--- config.mk ---
export PLATFORM = sky130hd
export DESIGN_NAME = rc_tank_drive_and_morph_ramp_core
export DESIGN_NICKNAME = d
export VERILOG_FILES = /design/src/rctd_pkg.sv /design/src/rc_tank_drive_and_morph_ramp_core.sv /design/src/rctd_chan.sv /design/src/rctd_side.sv
export SDC_FILE = /design/constraint.sdc
export NUM_CORES = 1
export LEC_CHECK = 0
export BUFFER_PORTS_ARGS = -buffer_cell sky130_fd_sc_hd__buf_2
export CORE_MARGIN = 1.5
export CORE_UTILIZATION = 45
export DETAILED_ROUTE_END_ITERATION = 10
export GPL_TIMING_DRIVEN = 1
export PLACE_DENSITY_LB_ADDON = 0.2
export SYNTH_ARGS = -nofsm -noshare
export SYNTH_HDL_FRONTEND = slang
export SYNTH_SLANG_ARGS = --single-unit
--- constraint.sdc ---
create_clock -name clock -period 20 [get_ports clock]
set_input_delay 5 -clock clock [delete_from_list [all_inputs] [get_ports clock]]
set_output_delay 5 -clock clock [all_outputs]
set_load 0.1 [all_outputs]
--- src/rctd_pkg.sv ---
// ----------------------------------------------------------------------------
// rctd_pkg: shared types and constants
// Register indexes, reset values and arithmetic constants of the RC tank
// drive and morph ramp core.
// ----------------------------------------------------------------------------
package rctd_pkg;

   // motor command, -255..255
   typedef logic signed [8:0] cmd_type;

   typedef struct packed {
      logic       dir;
      logic [7:0] pwm;
   } side_type;

   // register indexes
   localparam logic [2:0] REG_DRIVE_MODE    = 3'd0;
   localparam logic [2:0] REG_DEADBAND      = 3'd1;
   localparam logic [2:0] REG_MIN_START     = 3'd2;
   localparam logic [2:0] REG_RC_TIMEOUT_MS = 3'd3;
   localparam logic [2:0] REG_MORPH_STEP_MS = 3'd4;

   // register reset values
   localparam logic        DRIVE_MODE_RST    = 1'b0;
   localparam logic [8:0]  DEADBAND_RST      = 9'd40;
   localparam logic [7:0]  MIN_START_RST     = 8'd25;
   localparam logic [15:0] RC_TIMEOUT_MS_RST = 16'd400;
   localparam logic [6:0]  MORPH_STEP_MS_RST = 7'd70;

   localparam logic        DRIVE_ARCADE = 1'b0;

   localparam logic        FUNC_FRAME = 1'b0;
   localparam logic        FUNC_TICK  = 1'b1;

   // channel arithmetic
   localparam logic signed [16:0] CHAN_CENTER     = 17'sd1500;
   localparam logic signed [10:0] CHAN_LIMIT      = 11'sd500;
   localparam logic signed [9:0]  CMD_OFFSET      = 10'sd255;
   localparam logic signed [9:0]  CMD_MAX         = 10'sd255;
   // x*510/1000 == (x*267387) >> 19 for x in 0..1000
   localparam logic [28:0]        SCALE_MUL       = 29'd267387;
   localparam int                 SCALE_SHIFT     = 19;

   localparam logic [7:0]  PWM_STOP   = 8'd255;
   localparam logic [15:0] TICK_MAX   = 16'hFFFF;

   // morph ramp and servo trims
   localparam logic [15:0] MORPH_SWITCH = 16'd1500;
   localparam logic [6:0]  MORPH_GOAL_HIGH = 7'd90;
   localparam logic [8:0]  SERVO_MAX    = 9'd180;
   localparam logic [8:0]  TRIM_FL      = 9'd7;
   localparam logic [8:0]  TRIM_FR      = 9'd190;
   localparam logic [8:0]  TRIM_BR      = 9'd25;
   localparam logic [8:0]  TRIM_BL      = 9'd180;

endpackage

--- src/rc_tank_drive_and_morph_ramp_core.sv ---
// ----------------------------------------------------------------------------
// rc_tank_drive_and_morph_ramp_core: RC tank drive with morph ramp
// Mixes RC frames into two motor sides and ramps a morph position on ticks.
// ----------------------------------------------------------------------------
// Usage:
//   req_*  : one item per handshake, req_func selects an RC frame or a 1 ms
//            tick; steer, throttle and morph pulse widths ride along.
//   rsp_*  : one result item per request item: direction bits, inverted PWM
//            duties, four servo angles and the failsafe flag.
//   csr_*  : register writes (drive mode, deadband, min start, RC timeout,
//            morph step), always ready; the user must write them only while
//            the core is idle, as the core itself does not enforce it.
// The input register takes each item; channel scaling, mixing and ramp logic
// then load the state and result registers, one item per cycle without stalls.
// When the receiver stalls, the result register holds and the input register
// still takes one more item; req_ready drops only when both are full.
// Synchronous reset clears both stages, stops the motors (PWM 255), parks
// the morph position at 0 and loads the register defaults.
// ----------------------------------------------------------------------------
module rc_tank_drive_and_morph_ramp_core
   import rctd_pkg::*;
(
   input  logic        clock,
   input  logic        reset,

   input  logic        req_valid,
   output logic        req_ready,
   input  logic        req_func,
   input  logic [15:0] req_steer_raw,
   input  logic [15:0] req_throttle_raw,
   input  logic [15:0] req_morph_raw,

   output logic        rsp_valid,
   input  logic        rsp_ready,
   output logic        rsp_left_dir_high,
   output logic [7:0]  rsp_left_pwm,
   output logic        rsp_right_dir_high,
   output logic [7:0]  rsp_right_pwm,
   output logic [7:0]  rsp_servo_front_left,
   output logic [7:0]  rsp_servo_front_right,
   output logic [7:0]  rsp_servo_back_right,
   output logic [7:0]  rsp_servo_back_left,
   output logic        rsp_failsafe_on,

   input  logic        csr_valid,
   output logic        csr_ready,
   input  logic [2:0]  csr_index,
   input  logic [15:0] csr_data
);

   // configuration
   logic        drive_mode_ff;
   logic [8:0]  deadband_ff;
   logic [7:0]  min_start_ff;
   logic [15:0] rc_timeout_ff;
   logic [6:0]  morph_step_ff;

   // input stage
   logic        in_valid_ff, in_valid_in;
   logic        in_func_ff;
   logic [15:0] in_steer_ff, in_throttle_ff, in_morph_ff;

   // state and result
   logic        out_valid_ff, out_valid_in;
   side_type    left_ff, left_in;
   side_type    right_ff, right_in;
   logic [6:0]  pos_ff, pos_in;
   logic        goal_high_ff, goal_high_in;
   logic        moving_ff, moving_in;
   logic [15:0] step_ticks_ff, step_ticks_in;
   logic [15:0] silence_ff, silence_in;
   logic        fail_ff, fail_in;

   logic        fire;
   logic        req_take;

   cmd_type     steer_cmd, thr_cmd;
   logic signed [9:0] steer_w, thr_w, lc, rc, lc_cl, rc_cl;
   cmd_type     left_cmd, right_cmd;
   side_type    left_drv, right_drv;
   logic [15:0] step_inc, silence_inc;
   logic        goal_high_req;
   logic [6:0]  goal_pos;
   logic [8:0]  pos_w, fl, fr, br, bl;

   assign fire      = in_valid_ff && (!out_valid_ff || rsp_ready);
   assign req_ready = !in_valid_ff || fire;
   assign req_take  = req_valid && req_ready;
   assign csr_ready = 1'b1;

   rctd_chan u_chan_steer (
      .raw      (in_steer_ff),
      .deadband (deadband_ff),
      .cmd      (steer_cmd)
   );

   rctd_chan u_chan_thr (
      .raw      (in_throttle_ff),
      .deadband (deadband_ff),
      .cmd      (thr_cmd)
   );

   function automatic logic signed [9:0] clamp_cmd(input logic signed [9:0] v);
      logic signed [9:0] r;
      if (v > CMD_MAX) begin
         r = CMD_MAX;
      end else if (v < -CMD_MAX) begin
         r = -CMD_MAX;
      end else begin
         r = v;
      end
      return r;
   endfunction

   always_comb begin
      steer_w = {steer_cmd[8], steer_cmd};
      thr_w   = {thr_cmd[8], thr_cmd};
      if (drive_mode_ff == DRIVE_ARCADE) begin
         lc = thr_w + steer_w;
         rc = thr_w - steer_w;
      end else if (steer_cmd != '0) begin
         lc = steer_w;
         rc = -steer_w;
      end else begin
         lc = thr_w;
         rc = thr_w;
      end
      lc_cl     = clamp_cmd(lc);
      rc_cl     = clamp_cmd(rc);
      // left side runs mirrored
      left_cmd  = 9'(-lc_cl);
      right_cmd = 9'(rc_cl);
   end

   rctd_side u_side_left (
      .cmd       (left_cmd),
      .min_start (min_start_ff),
      .dir_prev  (left_ff.dir),
      .side      (left_drv)
   );

   rctd_side u_side_right (
      .cmd       (right_cmd),
      .min_start (min_start_ff),
      .dir_prev  (right_ff.dir),
      .side      (right_drv)
   );

   always_comb begin
      in_valid_in  = in_valid_ff;
      out_valid_in = out_valid_ff;
      left_in      = left_ff;
      right_in     = right_ff;
      pos_in       = pos_ff;
      goal_high_in = goal_high_ff;
      moving_in    = moving_ff;
      step_ticks_in = step_ticks_ff;
      silence_in   = silence_ff;
      fail_in      = fail_ff;

      step_inc      = (step_ticks_ff == TICK_MAX) ? step_ticks_ff : step_ticks_ff + 16'd1;
      silence_inc   = (silence_ff == TICK_MAX) ? silence_ff : silence_ff + 16'd1;
      goal_high_req = !(in_morph_ff > MORPH_SWITCH);
      goal_pos      = goal_high_ff ? MORPH_GOAL_HIGH : 7'd0;

      if (rsp_valid && rsp_ready) begin
         out_valid_in = 1'b0;
      end
      if (fire) begin
         in_valid_in  = 1'b0;
         out_valid_in = 1'b1;
         if (in_func_ff == FUNC_TICK) begin
            step_ticks_in = step_inc;
            silence_in    = silence_inc;
            if (moving_ff && step_inc >= {9'b0, morph_step_ff}) begin
               step_ticks_in = '0;
               if (pos_ff < goal_pos) begin
                  pos_in = pos_ff + 7'd1;
               end else if (pos_ff > goal_pos) begin
                  pos_in = pos_ff - 7'd1;
               end else begin
                  moving_in = 1'b0;
               end
            end
            fail_in = silence_inc > rc_timeout_ff;
            if (fail_in) begin
               left_in.pwm  = PWM_STOP;
               right_in.pwm = PWM_STOP;
            end
         end else begin
            silence_in = '0;
            fail_in    = 1'b0;
            if (goal_high_req != goal_high_ff) begin
               goal_high_in = goal_high_req;
               moving_in    = 1'b1;
            end
            left_in  = left_drv;
            right_in = right_drv;
         end
      end
      if (req_take) begin
         in_valid_in = 1'b1;
      end
   end

   always_ff @(posedge clock) begin
      if (reset) begin
         drive_mode_ff <= DRIVE_MODE_RST;
         deadband_ff   <= DEADBAND_RST;
         min_start_ff  <= MIN_START_RST;
         rc_timeout_ff <= RC_TIMEOUT_MS_RST;
         morph_step_ff <= MORPH_STEP_MS_RST;
      end else if (csr_valid && csr_ready) begin
         case (csr_index)
            REG_DRIVE_MODE:    drive_mode_ff <= csr_data[0];
            REG_DEADBAND:      deadband_ff   <= csr_data[8:0];
            REG_MIN_START:     min_start_ff  <= csr_data[7:0];
            REG_RC_TIMEOUT_MS: rc_timeout_ff <= csr_data;
            REG_MORPH_STEP_MS: morph_step_ff <= csr_data[6:0];
            default: ;
         endcase
      end
   end

   always_ff @(posedge clock) begin
      if (reset) begin
         in_valid_ff   <= 1'b0;
         out_valid_ff  <= 1'b0;
         left_ff       <= '{dir: 1'b0, pwm: PWM_STOP};
         right_ff      <= '{dir: 1'b0, pwm: PWM_STOP};
         pos_ff        <= '0;
         goal_high_ff  <= 1'b0;
         moving_ff     <= 1'b0;
         step_ticks_ff <= '0;
         silence_ff    <= '0;
         fail_ff       <= 1'b0;
      end else begin
         in_valid_ff   <= in_valid_in;
         out_valid_ff  <= out_valid_in;
         left_ff       <= left_in;
         right_ff      <= right_in;
         pos_ff        <= pos_in;
         goal_high_ff  <= goal_high_in;
         moving_ff     <= moving_in;
         step_ticks_ff <= step_ticks_in;
         silence_ff    <= silence_in;
         fail_ff       <= fail_in;
      end
   end

   always_ff @(posedge clock) begin
      if (req_take) begin
         in_func_ff     <= req_func;
         in_steer_ff    <= req_steer_raw;
         in_throttle_ff <= req_throttle_raw;
         in_morph_ff    <= req_morph_raw;
      end
   end

   // servo trims off the held position
   always_comb begin
      pos_w = {2'b0, pos_ff};
      fl    = pos_w + TRIM_FL;
      fr    = (pos_w > TRIM_FR) ? '0 : TRIM_FR - pos_w;
      br    = pos_w + TRIM_BR;
      bl    = (pos_w > TRIM_BL) ? '0 : TRIM_BL - pos_w;
      rsp_servo_front_left  = 8'((fl > SERVO_MAX) ? SERVO_MAX : fl);
      rsp_servo_front_right = 8'((fr > SERVO_MAX) ? SERVO_MAX : fr);
      rsp_servo_back_right  = 8'((br > SERVO_MAX) ? SERVO_MAX : br);
      rsp_servo_back_left   = 8'((bl > SERVO_MAX) ? SERVO_MAX : bl);
   end

   assign rsp_valid          = out_valid_ff;
   assign rsp_left_dir_high  = left_ff.dir;
   assign rsp_left_pwm       = left_ff.pwm;
   assign rsp_right_dir_high = right_ff.dir;
   assign rsp_right_pwm      = right_ff.pwm;
   assign rsp_failsafe_on    = fail_ff;

endmodule

--- src/rctd_chan.sv ---
// ----------------------------------------------------------------------------
// rctd_chan: RC channel to motor command
// Centers a pulse width, applies the deadband, clamps to +/-500 and scales
// to a -255..255 command.
// ----------------------------------------------------------------------------
module rctd_chan
   import rctd_pkg::*;
(
   input  logic [15:0] raw,
   input  logic [8:0]  deadband,
   output cmd_type     cmd
);

   logic signed [16:0] centered;
   logic [16:0]        mag;
   logic signed [10:0] limited;
   logic [9:0]         offset;
   logic [28:0]        prod;
   logic [9:0]         scaled;

   always_comb begin
      centered = $signed({1'b0, raw}) - CHAN_CENTER;
      mag      = centered[16] ? 17'(-centered) : 17'(centered);
      if (mag < {8'b0, deadband}) begin
         limited = '0;
      end else if (centered > 17'(CHAN_LIMIT)) begin
         limited = CHAN_LIMIT;
      end else if (centered < -17'(CHAN_LIMIT)) begin
         limited = -CHAN_LIMIT;
      end else begin
         limited = centered[10:0];
      end
      offset = 10'(limited + CHAN_LIMIT);
      prod   = {19'b0, offset} * SCALE_MUL;
      scaled = 10'(prod >> SCALE_SHIFT);
      cmd    = 9'($signed(scaled) - CMD_OFFSET);
   end

endmodule

--- src/rctd_side.sv ---
// ----------------------------------------------------------------------------
// rctd_side: motor side driver
// Turns a command into a held direction bit and an inverted PWM duty with a
// minimum start magnitude.
// ----------------------------------------------------------------------------
module rctd_side
   import rctd_pkg::*;
(
   input  cmd_type    cmd,
   input  logic [7:0] min_start,
   input  logic       dir_prev,
   output side_type   side
);

   logic [7:0] mag;
   logic [7:0] mag_lim;

   always_comb begin
      mag     = cmd[8] ? 8'(-cmd) : 8'(cmd);
      mag_lim = (mag < min_start) ? min_start : mag;
      if (cmd == '0) begin
         // stop, direction held
         side.dir = dir_prev;
         side.pwm = PWM_STOP;
      end else begin
         side.dir = ~cmd[8];
         side.pwm = PWM_STOP - mag_lim;
      end
   end

endmodule

==> reports/metrics.yaml, run 1 <==
fin_crit_sh: 0.930
antenna_found_initial: 0
max_cap_violations: 0
antenna_cells: 0
max_stage_delay_ns: 0.64
min_period_ns: 18.61
yosys_register_bits: 152
max_freq_ghz: 0.0537
die_y_microns: 206
drive_gt1_frac: 0.101
wl_per_cell_microns: 17.3
netlist_instances: 2273
final-seq-area_sq_um: 3530
first_pass_iters: 5
synth.most_common_cell: "ha_1"
utilization: 0.495
holdWs_ns: 0.459
whs_path_depth: 2
max-slew-margin-rel: 0.281
drc: 0
synth_common_cells: "ha_1, inv_1, nor2_1"
rsz0062_at_grt: "no"
synthDistinctLibCells: 112
yosysWarnings: 0
p_leak_nw: 8.81
crit_path_start_kind: "flop"
rr_startpoint: "in_steer_ff[2]"
crit_fanout: 16
synth_ff_type: "dfxtp_1"
critPathKind: "flop to flop"
htreeDepth: 4
grt_pass1_wl_microns: 81700
overflow: 0
synth_edf_count: 49
grt_usage: 0.238
p_per_area_nw_per_um2: 123
yosysTopAreaCell: "ha_1"
finClkSkew_ns: 0.0149
status: "finished clean"
synth_top_cell_area_share: 0.170
finalMaxSlewViolations: 0
root_buffer: "clkbuf_16"
crit_required_ns: 20.34
worstPathArrival_ns: 18.95
synthTopCellsByArea: "ha_1, dfxtp_1, edfxtp_1, fa_1, inv_1"
num-fill-cells: 3945
io_pins: 127
chipWidth_microns: 206
hold_buffers: 0
finalNonFillerCells: 2892
cts_tree: "done"
grt_pass1_vias: 16300
clkSinkCount: 152
rr_endpoint: "rsp_left_pwm[6]"
drtIter0Drc: 1132
synth_fp_nets: 2670
ir_worst_vdd_v: 0.0000956
cts.clk_slew.worst_paths_ns: 0.07
clock_latency_ns: 0.45
start_util: 0.455
routed_wl_microns: 49900
nets: 2744
report.final.setup_viol: 0
fin_tns_setup_ns: 0
final_antenna_net_count: 0
hold_end: "deadband_ff[2]"
grt_start_max_net_pins: 79
multi_input_area_sq_um: 13800
synthArstFlopShare: 0
hold_viol: 0
placementRows: 74
area_growth_pct: 8.77
hp-class: "flop to flop"
avgSynthCellArea_sq_um: 8.14
worstMarginPinSlew_ns: 1.07
crit_path_end_kind: "flop"
dp_cells: 2858
p_total_mw: 2.48
via_per_inst: 5.76
die_area_sq_um: 42300
worst-path-buf-inv: 8
hpwl_microns: 40100
numCtsBuffers: 17
via_count: 16700
io_buffers: 125
core_sq_um: 40600
path_delay_family: "simple AND/OR/NAND/NOR gates"
clock_path_buffers: 2
r2r_slack_ns: 1.39
syn_area_sq_um: 18500
synth_seq_area_share: 0.191
reg2regPathDepth: 70
slowest_stage: "fa_1"
gp_congestion: 0.902
min_from: "deadband_ff[2]"
==> tightest hold or removal path, cell delays in order, from the launching register on <==
cell and delay (ns):
dfxtp_1 0.31, nand2_1 0.05, a21oi_1 0.05
==> cells by family (layout without fill, tap and decap cells) <==
kind of cell / count (synthesis) / count (layout) / share of synthesized area
AND/OR/NAND/NOR: 765 / 765 / 0.206
adder cells (fa/ha/maj): 327 / 327 / 0.250
other: 1 / 1 / 0.000203
flip-flops: 152 / 152 / 0.191
AO/OA/AOI/OAI: 559 / 559 / 0.210
XOR/XNOR: 115 / 115 / 0.0556
buffers and inverters: 319 / 406 / 0.0670
multiplexers: 35 / 35 / 0.0194
==> cells in the final DEF (no fill, tap or decap), types with 38 or more instances in the layout <==
cell and n:
a21o_1 38, inv_1 232, dfxtp_1 103, nor3_1 44, fa_1 73, a21oi_1 147
nand3_1 59, o21ai_0 87, nand2_1 198, buf_2 125, xor2_1 44, ha_1 249
nor2_1 214, edfxtp_1 49, xnor2_1 69
==> final cells by class <==
class	count	share of cell area
flip-flops and latches	152	0.176
multi-input cells	1802	0.684
well taps	532	0.0331
repair buffers	138	0.0360
clock inverters	13	0.00572
inverters	236	0.0442
clock buffers	19	0.0215
==> layer usage <==
metal,up-vias,share of wire,track usage
li1,8255,-,-
met1,7983,0.45,0.296
met2,366,0.50,0.433
met3,61,0.037,0.0260
met4,0,0.017,0.0660
met5,-,0,0
==> worst max-delay path by stage <==
stage | start | end | slack [ns] | depth (start not counted)
floorplan | in_steer_ff[3] | rsp_left_pwm[6] | 3.10 | 75
global placement | in_steer_ff[2] | rsp_left_pwm[6] | 1.44 | 70
detailed placement | in_steer_ff[2] | rsp_left_pwm[6] | 0.78 | 70
CTS | in_steer_ff[2] | rsp_left_pwm[6] | 0.70 | 70
global route | in_steer_ff[2] | rsp_left_pwm[6] | 0.06 | 70
finish | in_steer_ff[2] | rsp_left_pwm[6] | 1.39 | 70
==> power by group <==
group	switching (mW)	internal (mW)
registers	0.0182	0.342
clock network	0.145	0.162
logic	1.13	0.684
total	1.29	1.19
==> sequential cells by signal (all words and copies together) (netlist names), 7 cells and up <==
| name | cells |
|---|---|
| deadband_ff | 9 |
| in_steer_ff | 16 |
| morph_step_ff | 7 |
| rsp_left_pwm | 8 |
| step_ticks_ff | 16 |
| min_start_ff | 8 |
| rsp_right_pwm | 8 |
| in_morph_ff | 16 |
| pos_ff | 7 |
| rc_timeout_ff | 16 |
| in_throttle_ff | 16 |
| silence_ff | 16 |
==> stage by stage <==
step	instance area [sq um]	setup WS [ns]
global placement	19500	1.44
floorplan	18500	3.10
detailed placement	19500	0.776
global route	20100	0.0586
finish	20100	1.39
CTS	20100	0.705
==> timing repair <==
action                                  CTS  global route
endpoints found under the hold margin     0             0
buffers inserted                          0             2
gates resized for setup                   0             8
endpoints found under the setup margin    0             8
Power figures use the tool's default switching activity.
==> run 2: changes to the inputs <==
--- a/config.mk
+++ b/config.mk
@@ -8,6 +8,7 @@
 export BUFFER_PORTS_ARGS = -buffer_cell sky130_fd_sc_hd__buf_2
 export CORE_MARGIN = 1.5
 export CORE_UTILIZATION = 45
+export CTS_BUF_LIST = sky130_fd_sc_hd__clkbuf_4 sky130_fd_sc_hd__clkbuf_8 sky130_fd_sc_hd__clkbuf_16
 export DETAILED_ROUTE_END_ITERATION = 10
 export GPL_TIMING_DRIVEN = 1
 export PLACE_DENSITY_LB_ADDON = 0.2
==> run 2 against run 1 <==
Compared with the run above:
- critical path depth unchanged
- clock power barely moved
- via count increased by 0.43%
- design area about the same
- sequential share of layout area hardly changed
- total power hardly changed
==> reports/metrics.yaml, run 2 (same netlist as run 1, synthesis figures left out) <==
post-place-ws_ns: 0.776
hold_viol: 0
cts.clk_slew.worst_paths_ns: 0.07
hp-class: "flop to flop"
startpoint: "in_steer_ff[2]"
most-common-layout-cells: "ha_1, inv_1, nor2_1"
placementRows: 74
finClkSkew_ns: 0.0118
start_util: 0.455
via_count: 16700
worstMarginPinSlew_ns: 1.07
numCtsBuffers: 17
via_per_inst: 5.79
wl_met2_microns: 24900
p_leak_nw: 8.82
min_from: "rc_timeout_ff[13]"
worstPathArrival_ns: 18.95
clock_latency_ns: 0.45
gp_congestion: 0.902
grt_start_max_net_pins: 79
final_common_cell: "ha_1"
max_cap_violations: 0
routed_wl_microns: 49800
clock_path_buffers: 2
finalMaxSlewViolations: 0
antenna_cells: 0
p_per_area_nw_per_um2: 123
die_area_sq_um: 42300
hpwl_microns: 40100
ir_worst_vdd_v: 0.0000955
fin_tns_setup_ns: 0
report.final.setup_viol: 0
r2r_slack_ns: 1.39
max_stage_delay_ns: 0.64
root_buffer: "clkbuf_16"
overflow: 0
die_y_microns: 206
hold_buffers: 0
slowest_stage: "fa_1"
drtIter0Drc: 1211
status: "finished clean"
clkSinkCount: 152
fin_crit_sh: 0.930
core_sq_um: 40600
crit_path_end_kind: "flop"
grt_usage: 0.238
met3_length_microns: 1790
num-fill-cells: 3943
rsz0062_at_grt: "no"
endpoint: "rsp_left_pwm[6]"
grt_pass1_vias: 16300
area_growth_pct: 8.81
wl_met1_microns: 22300
max-slew-margin-rel: 0.280
min_period_ns: 18.61
critPathKind: "flop to flop"
rr_startpoint: "in_steer_ff[2]"
whs_path_depth: 2
crit_required_ns: 20.34
reg2regPathDepth: 70
cts_tree: "done"
crit_fanout: 16
final_antenna_net_count: 0
rr_endpoint: "rsp_left_pwm[6]"
grt_pass1_wl_microns: 81700
first_pass_iters: 5
drc: 0
max_freq_ghz: 0.0537
drive_gt1_frac: 0.102
htreeDepth: 4
crit_path_start_kind: "flop"
io_buffers: 125
chipWidth_microns: 206
route.top_layer_used: "met4"
worst_slack_ns: 1.39
io_pins: 127
wl_per_cell_microns: 17.2
nets: 2744
antenna_found_initial: 0
[run 2: cell counts in the layout (fill, tap and decap cells not counted)]
Identical to the previous run, type by type.
[run 2: per-layer routing]
metal	vias up	global-route usage
li1	8257	-
met1	8044	0.296
met2	377	0.433
met3	59	0.0260
met4	0	0.0660
met5	-	0
[run 2: final cells by class]
| cell class | count | area, sq um | share of cell area |
|---|---|---|---|
| inverter | 236 | 890 | 0.0442 |
| clock buffer | 19 | 440 | 0.0219 |
| multi-input combinational | 1802 | 13800 | 0.684 |
| timing repair buffer | 138 | 723 | 0.0359 |
| clock inverter | 13 | 115 | 0.00572 |
| tap | 532 | 666 | 0.0331 |
| sequential | 152 | 3530 | 0.176 |
[run 2: timing repair]
| action | 4_1_cts | 5_1_grt |
|---|---|---|
| setup buffers | 0 | 2 |
| gates resized for setup | 0 | 8 |
| endpoints found under the setup margin | 0 | 8 |
[run 2: how the worst min path moves through the flow]
stage	end	slack [ns]
final	rc_timeout_ff[13]	0.46
after global routing	rc_timeout_ff[10]	0.47
after CTS	rc_timeout_ff[13]	0.46
after detailed placement	rc_timeout_ff[5]	0.45
after global placement	rc_timeout_ff[2]	0.45
after floorplan	deadband_ff[1]	0.44
[run 2: worst max-delay path, delay by kind of cell (launching register included)]
kind	cells	cell delay, ns
adders and majority gates	13	4.99
AOI/OAI and AO/OA	18	4.08
and+or+nand+nor	27	6.87
DFF	1	0.52
xor gates and xnor gates	2	0.43
buffers and inverters	8	1.01
muxes	2	0.59
[run 2: power breakdown]
group,total (mW),switching [mW],internal (mW)
Combinational,1.81,1.13,0.684
Sequential,0.360,0.0182,0.342
Clock,0.310,0.145,0.165
[run 2: stage by stage]
step / std cells / util / hold slack [ns] / instance area [sq um] / power [mW]
final: 2892 / 0.495 / 0.457 / 20100 / 2.48
after global routing: 2892 / 0.495 / 0.475 / 20100 / 2.71
after CTS: 2890 / 0.494 / 0.459 / 20100 / 2.47
after detailed placement: 2858 / 0.480 / 0.450 / 19500 / 2.14
after global placement: 2858 / 0.480 / 0.446 / 19500 / 2.12
after floorplan: 2273 / - / 0.436 / 18500 / 1.77
